## config.mk

```make
export PLATFORM = sky130hd
export DESIGN_NAME = rau_ctrl
export DESIGN_NICKNAME = d
export VERILOG_FILES = /design/src/rtl/rau_pkg.sv /design/src/rtl/rau_ctrl.sv
export SDC_FILE = /design/constraint.sdc
export NUM_CORES = 1
export LEC_CHECK = 0
export BUFFER_PORTS_ARGS = -buffer_cell sky130_fd_sc_hd__buf_2
export CORE_ASPECT_RATIO = 1.2
export CORE_UTILIZATION = 40
export DETAILED_ROUTE_END_ITERATION = 7
export HOLD_SLACK_MARGIN = 0.05
export MAX_ROUTING_LAYER = met4
export PLACE_DENSITY = 0.72
export RECOVER_POWER = 50
export SETUP_SLACK_MARGIN = 0.3
export SLEW_MARGIN = 20
export SYNTH_ARGS = -nofsm -noshare
export SYNTH_HDL_FRONTEND = slang
export SYNTH_SLANG_ARGS = --single-unit
export TNS_END_PERCENT = 5
```

## constraint.sdc

```tcl
create_clock -name clk -period 1.9 [get_ports clk]
set_input_delay 0.095 -clock clk [delete_from_list [all_inputs] [get_ports clk]]
set_output_delay 0.095 -clock clk [all_outputs]
set_load 0.02 [all_outputs]
```

## src/rtl/rau_pkg.sv

```systemverilog
package rau_pkg;

  localparam int WIDTH = 32;
  localparam int DW = 2 * WIDTH;

  localparam logic [2:0] ACT_NORM = 3'd0;
  localparam logic [2:0] ACT_ADD  = 3'd1;
  localparam logic [2:0] ACT_SUB  = 3'd2;
  localparam logic [2:0] ACT_MUL  = 3'd3;
  localparam logic [2:0] ACT_DIV  = 3'd4;
  localparam logic [2:0] ACT_CMP  = 3'd5;

  localparam logic [1:0] ST_OK   = 2'd0;
  localparam logic [1:0] ST_ZERO = 2'd1;
  localparam logic [1:0] ST_OVF  = 2'd2;

  localparam logic [1:0] ORD_LT = 2'd0;
  localparam logic [1:0] ORD_EQ = 2'd1;
  localparam logic [1:0] ORD_GT = 2'd2;

  // Datapath register selectors.
  localparam logic [2:0] SEL_AN = 3'd0;
  localparam logic [2:0] SEL_AD = 3'd1;
  localparam logic [2:0] SEL_BN = 3'd2;
  localparam logic [2:0] SEL_BD = 3'd3;
  localparam logic [2:0] SEL_RN = 3'd4;
  localparam logic [2:0] SEL_RD = 3'd5;

  // Datapath operations.
  localparam logic [3:0] OP_NONE    = 4'd0;
  localparam logic [3:0] OP_LOAD    = 4'd1;
  localparam logic [3:0] OP_GCD_LD  = 4'd2;  // x = num(sel), y = den(sel)
  localparam logic [3:0] OP_MOD_ST  = 4'd3;  // start x % y
  localparam logic [3:0] OP_MOD_WB  = 4'd4;  // x = y, y = rem
  localparam logic [3:0] OP_DIV_NUM = 4'd5;  // start num / g
  localparam logic [3:0] OP_DIV_DEN = 4'd6;  // start den / g
  localparam logic [3:0] OP_WB_NUM  = 4'd7;
  localparam logic [3:0] OP_WB_DEN  = 4'd8;
  localparam logic [3:0] OP_MUL1    = 4'd9;  // start first product
  localparam logic [3:0] OP_MUL2    = 4'd10;
  localparam logic [3:0] OP_MUL3    = 4'd11;
  localparam logic [3:0] OP_COMBINE = 4'd12;
  localparam logic [3:0] OP_FINISH  = 4'd13;

  typedef struct packed {
    logic [2:0]        action;
    logic signed [31:0] a_num;
    logic signed [31:0] a_den;
    logic signed [31:0] b_num;
    logic signed [31:0] b_den;
  } rau_in_t;

  typedef struct packed {
    logic signed [31:0] res_num;
    logic [30:0]        res_den;
    logic [1:0]         order;
    logic [1:0]         status;
  } rau_out_t;

  typedef struct packed {
    logic [3:0] op;
    logic [2:0] sel;
  } rau_cmd_t;

  typedef struct packed {
    logic unit_done;
    logic y_zero;
    logic num_zero;
    logic zero_err;
  } rau_stat_t;

endpackage

```

## src/rtl/rau_ctrl.sv

```systemverilog
module rau_ctrl (
  input  logic               clk,
  input  logic               rst_n,
  input  logic               start,
  input  logic [2:0]         action,
  input  rau_pkg::rau_stat_t stat,
  output rau_pkg::rau_cmd_t  cmd,
  output logic               busy,
  output logic               done
);
  import rau_pkg::*;

  localparam logic [3:0] S_IDLE   = 4'd0;
  localparam logic [3:0] S_CHECK  = 4'd1;
  localparam logic [3:0] S_GLD    = 4'd2;
  localparam logic [3:0] S_GTEST  = 4'd3;
  localparam logic [3:0] S_GWAIT  = 4'd4;
  localparam logic [3:0] S_DNUM   = 4'd5;
  localparam logic [3:0] S_WNUM   = 4'd6;
  localparam logic [3:0] S_DDEN   = 4'd7;
  localparam logic [3:0] S_WDEN   = 4'd8;
  localparam logic [3:0] S_MUL1   = 4'd9;
  localparam logic [3:0] S_MUL2   = 4'd10;
  localparam logic [3:0] S_MUL3   = 4'd11;
  localparam logic [3:0] S_COMB   = 4'd12;
  localparam logic [3:0] S_FINISH = 4'd13;
  localparam logic [3:0] S_OUT    = 4'd14;

  logic [3:0] state_r, state_nxt;
  logic [2:0] sel_r, sel_nxt;
  logic [2:0] act_r, act_nxt;
  logic       done_r, done_nxt;

  always_comb begin
    state_nxt = state_r;
    sel_nxt   = sel_r;
    act_nxt   = act_r;
    done_nxt  = 1'b0;
    cmd.op    = OP_NONE;
    cmd.sel   = sel_r;
    case (state_r)
      S_IDLE: begin
        if (start) begin
          cmd.op    = OP_LOAD;
          act_nxt   = (action > ACT_CMP) ? ACT_NORM : action;
          state_nxt = S_CHECK;
        end
      end
      S_CHECK: begin
        if (stat.zero_err) begin
          state_nxt = S_FINISH;
        end else begin
          sel_nxt   = (act_r == ACT_NORM) ? SEL_RN : SEL_AN;
          state_nxt = S_GLD;
        end
      end
      S_GLD: begin
        cmd.op    = OP_GCD_LD;
        state_nxt = S_GTEST;
      end
      S_GTEST: begin
        if (stat.y_zero) begin
          // x holds the gcd; zero only when both values are zero.
          state_nxt = stat.num_zero ? S_WDEN : S_DNUM;
        end else begin
          cmd.op    = OP_MOD_ST;
          state_nxt = S_GWAIT;
        end
      end
      S_GWAIT: begin
        if (stat.unit_done) begin
          cmd.op    = OP_MOD_WB;
          state_nxt = S_GTEST;
        end
      end
      S_DNUM: begin
        cmd.op    = OP_DIV_NUM;
        state_nxt = S_WNUM;
      end
      S_WNUM: begin
        if (stat.unit_done) begin
          cmd.op    = OP_WB_NUM;
          state_nxt = S_DDEN;
        end
      end
      S_DDEN: begin
        cmd.op    = OP_DIV_DEN;
        state_nxt = S_WDEN;
      end
      S_WDEN: begin
        if (stat.unit_done || stat.num_zero) begin
          cmd.op = stat.num_zero ? OP_NONE : OP_WB_DEN;
          if (sel_r == SEL_AN) begin
            sel_nxt   = SEL_BN;
            state_nxt = S_GLD;
          end else if (sel_r == SEL_BN) begin
            state_nxt = S_MUL1;
          end else begin
            state_nxt = S_FINISH;
          end
        end
      end
      S_MUL1: begin
        cmd.op    = OP_MUL1;
        state_nxt = S_MUL2;
      end
      S_MUL2: begin
        cmd.op    = OP_MUL2;
        state_nxt = S_MUL3;
      end
      S_MUL3: begin
        cmd.op    = OP_MUL3;
        state_nxt = S_COMB;
      end
      S_COMB: begin
        if (act_r == ACT_CMP) begin
          state_nxt = S_FINISH;
        end else begin
          cmd.op    = OP_COMBINE;
          sel_nxt   = SEL_RN;
          state_nxt = S_GLD;
        end
      end
      S_FINISH: begin
        cmd.op    = OP_FINISH;
        state_nxt = S_OUT;
      end
      S_OUT: begin
        done_nxt  = 1'b1;
        state_nxt = S_IDLE;
      end
      default: state_nxt = S_IDLE;
    endcase
  end

  always_ff @(posedge clk) begin
    if (!rst_n) begin
      state_r <= S_IDLE;
      sel_r   <= SEL_AN;
      act_r   <= ACT_NORM;
      done_r  <= 1'b0;
    end else begin
      state_r <= state_nxt;
      sel_r   <= sel_nxt;
      act_r   <= act_nxt;
      done_r  <= done_nxt;
    end
  end

  assign busy = (state_r != S_IDLE);
  assign done = done_r;

  assert property (@(posedge clk) disable iff (!rst_n) done_r |-> !busy)
    else $error("result strobe while a transaction is in progress");
  assert property (@(posedge clk) disable iff (!rst_n)
                   (state_r == S_FINISH) |=> (state_r == S_OUT))
    else $error("finish skipped output stage");
  assert property (@(posedge clk) disable iff (!rst_n) (state_r == S_OUT) |-> !done_r)
    else $error("double result strobe");
endmodule

```

After elaboration in Yosys (flattened, before gate mapping)
Index checks and enable logic that the tools add are counted.
- register bits: 11
- bits in latches: 0
- memory bits (writable): 0
- memory bits (read-only): 0
- bits of input ports: 10
- memories kept: 0
- add/subtract/negate cells: 0
- multiply operators: 0
- divide/modulo/power cells: 0
- $lt $le $gt $ge: 1
- equality and inequality tests: 23
- shift-type cells: 0
- mux-type cells: 27
- bitwise gates (word level): 0
- reductions and logical operators: 9
- operators with widths (operator ; number):
    one-hot mux 4 bit (14 select lines) ; 1
    one-hot mux 4 bit (13 select lines) ; 1
    2-to-1 mux 4 bit ; 12
    equality test 4 bit (second input constant) ; 7
    2-to-1 mux 3 bit ; 9
    equality test 4 x 3 -> 1 bit (second input constant) ; 4
    inequality test 2 bit (second input constant) ; 7
    one-hot mux 3 bit (3 select lines) ; 1
    equality test 4 x 2 -> 1 bit (second input constant) ; 2
    logical NOT 3 bit ; 2
    AND reduction 5 bit ; 1
    equality test 4 x 1 -> 1 bit (second input constant) ; 1
    logical NOT 4 bit ; 1
    AND reduction 4 bit ; 1
    nonzero test 4 bit ; 1
    equality test 3 x 2 -> 1 bit (second input constant) ; 1
    equality test 3 bit (second input constant) ; 1
    > comparator 3 bit (second input constant) ; 1
    nonzero test 3 bit ; 1
    2-to-1 mux 1 bit ; 2
    2-to-1 mux 2 bit ; 1
    AND reduction 2 bit ; 1
    logical OR 1 bit ; 1

Logic depth before layout (Yosys ltp)
- depth after elaboration: 5
- depth in mapped cells: 6

Worst setup path after synthesis
Ideal clock, no wire load.
- path type: register to output
- start: register state_r[0]
- end: output port cmd[4] in the netlist's numbering
- data arrival time: 1417 ps
- required time: 1805 ps
- path slack: 388 ps
- cell stages (with the launch flop): 6
- path buffers: 1
- cells stage by stage: dfxtp_1 > buf_2 > inv_1 > a21oi_1 > nor2_1 > a311oi_1
- RTL lines (item ; line ; source):
    start: declaration ; rau_ctrl.sv:29 ; logic [3:0] state_r, state_nxt;
    start signal: assignment ; rau_ctrl.sv:143 ; state_r <= state_nxt;
    end: declaration ; rau_ctrl.sv:7 ; output rau_pkg::rau_cmd_t cmd,

Worst setup path in the final report
- start: register state_r[3]
- end: register state_r[3]
- cells in the longest elaborated chain, start to end: 3
- elaborated cells between the ends (all ways): 20
- classes of those cells: eq/ne: 17; mux: 1; reduce/logical: 2
- RTL lines (item ; line ; source):
    equality test 4 bit, or another cell as far along ; rau_ctrl.sv:41 ; case (state_r)
    inequality test 2 bit (no source line) ; -- ;
    AND reduction 4 bit (no source line) ; -- ;
Parallel ways exist; a longest one is shown, timed or not.
A chain may end at the register's enable or synchronous reset.

==> run summary <==
# diodes - 0
largest net degree at the start of global routing - 16
final worst path period share - 0.8936
share of the yosys chip area belonging to registers - 0.2556
HP Class - in -> reg
fin nets - 133
post-synth top area cell - dfxtp_1
gr usage total - 0.2099
most frequent cells after synthesis - 12 x a21oi_1, 12 x nand2_1, 10 x dfxtp_1
worst reg2reg endpoint - state_r[3]
Top FF cell, synth - dfxtp_1
post-route ant nets - 0
Min Hold Slack - 0.1466 ns
fmax - 589.0 MHz
TritonCTS Buffers - 3
Final Critical Period - 1.698 ns
DRC Markers - 0
Netlist cell types - 38
Worst Clk Skew - 0.003116 ns
clock slew at reported path FFs - 0.07 ns
Leak - 0.3613 nW
number of placed cells counting well taps - 137
initial antenna violation count - 0
routability-driven placement congestion ratio - 0.9324
first-pass GRT wire length - 3381 um
Hold-fix buffers, CTS - 0
Critical Path RT - 2.06 ns
CTS tree - done
DR iter-0 viols - 23
vias in the first global route - 760
number of synthesized flops with an enable pin - 0
final wirelength - 1997 um
post-synthesis average cell area - 7.389 um^2
number of setup violations in the final report - 0
ys async rst share - 0
YS warnings - 0
Port Buf Inserts - 17
hold depth - 2
die width - 42.40 um
critical path class - reg -> reg
Sink Count - 10
Congestion Overflow GR - 0
top-area cell type share of the netlist area - 0.2556
FP Rows - 17
synth top area cells - dfxtp_1 26%, a21oi_1 7.7%, o21ai_0 5.8%
Die ar. - 2140 um^2
Mapped Cells - 106
H-tree Lvls - 1
vias after detailed routing - 849
crit-path max FO - 9
layout cell share with drive strength beyond 1 - 0.2541
clk root buf - clkbuf_4
DR WL/cell - 14.16 um
starting density of the core - 0.4282
Worst R2R Setup Slack - 0.20 ns
worst-case reg-to-reg path depth - 5
Yosys reg bits - 10
Final Hold Fails - 0
maximum vdd ir drop - 0.0008366 V
Cell Area, Synth - 783.3 um^2
Area growth, synth to finish - 17.89%
# IOs - 19
Hold EP - state_r[3]
Initial DRT Pass Iterations - 4
final std cells w/o fill - 141
CP endpoint kind - flip-flop
Worst setup SP type - flip-flop
Detail Placement HPWL - 1489 um
PD cells - 1535 nW/um^2
outcome - completed
Setup Fix Bufs, Post-CTS - 0
unrepaired setup endpoints after global routing - true
setup TNS - 0 ns
DR vias/cell - 6.021
die span in y - 50.48 um
RR Startpoint - state_r[3]
MaxCap Viol Count - 0
CP arrival - 1.86 ns
worst skew pair latency - 0.26 ns
Core Box Area - 1829 um^2
Pins Over Slew Limit - 0
Clock Tree Buf Depth - 2
hold_sp - stat[1]
Syn Nets - 116
-- state kept, by name (all words and copies together) (netlist names) --
signal,cells
done,1
state_r,4
act_r,3
sel_r,2
-- stage by stage --
step | worst slack [ns] | utilization | total power (W) | instance area [um^2]
after floorplan | 0.3883 | - | 0.0009840 | 783.3
after global placement | 0.2670 | 0.4754 | 0.001166 | 869.6
after detailed placement | 0.2281 | 0.4754 | 0.001177 | 869.6
after CTS | 0.2702 | 0.5021 | 0.001396 | 918.4
after global routing | 0.1276 | 0.5048 | 0.001525 | 923.4
final | 0.2022 | 0.5048 | 0.001418 | 923.4
-- cells in the final DEF (no fill, tap or decap), types with 2 or more instances in the layout --
cell type and count:
buf_2 14, a21oi_1 12, nand2_1 12, o21ai_0 8, dfxtp_1 8, nor2_1 6
nor3_1 5, nor2b_1 4, inv_1 3, nand3_1 3, nor3b_1 3, clkbuf_4 3
clkbuf_1 3, nand3b_1 2, a2bb2oi_1 2, o22ai_1 2, nand2b_1 2, buf_4 2
dfxtp_4 2
-- power breakdown --
group / total [W] / leakage (nW) / switching (W) / internal [W]
sequential: 0.000421 / 0.0828 / 0.000144 / 0.000277
combinational: 0.000807 / 0.257 / 0.000488 / 0.000319
clock: 0.000189 / 0.0210 / 0.0000729 / 0.000116
total: 0.00142 / 0.361 / 0.000705 / 0.000713
-- routing by layer --
layer	share of wire	vias up	GRT usage
met5	0	-	-
met4	0.020	0	0.1198
met3	0.056	6	0.02158
met2	0.47	37	0.3103
met1	0.46	386	0.2769
li1	-	420	-
-- worst max path at each step --
| stage | slack, ns | from | endpoint |
|---|---|---|---|
| final | 0.20 | state_r[3] | state_r[3] |
| after global routing | 0.13 | state_r[2] | sel_r[2] |
| after CTS | 0.27 | state_r[1] | cmd[3] |
| after detailed placement | 0.23 | state_r[3] | state_r[3] |
| after global placement | 0.27 | state_r[1] | sel_r[2] |
| after floorplan | 0.39 | state_r[0] | cmd[4] |
-- critical path, cell delays in order, from the launching register on --
cell,delay [ns]
dfxtp_1,0.50
or3b_4,0.46
a211oi_4,0.28
nor2_1,0.09
o311a_1,0.12
o32ai_1,0.15
-- final cells by class --
cell class	instances	area, um^2
fillers	195	905.9
multi-input cells	85	544.3
flip-flops and latches	10	207.7
repair buffers	19	96.34
clock buffers	4	36.28
well taps	19	23.77
inverters	4	15.01
-- repair_timing --
action                     CTS  global route
pin swaps                    0             0
gates cloned                 0             0
resized for setup            7             4
setup endpoints to repair    6             8
-- logic make-up after synthesis --
| kind of cell | Yosys count | share of synthesized area |
|---|---|---|
| AND/OR/NAND/NOR | 45 | 0.3322 |
| AO/OA/AOI/OAI | 38 | 0.3275 |
| buffers and inverters | 11 | 0.06708 |
| flip-flops | 10 | 0.2556 |
| multiplexers | 1 | 0.01278 |
| other | 1 | 0.004788 |
(Power assumes the default switching activity.)
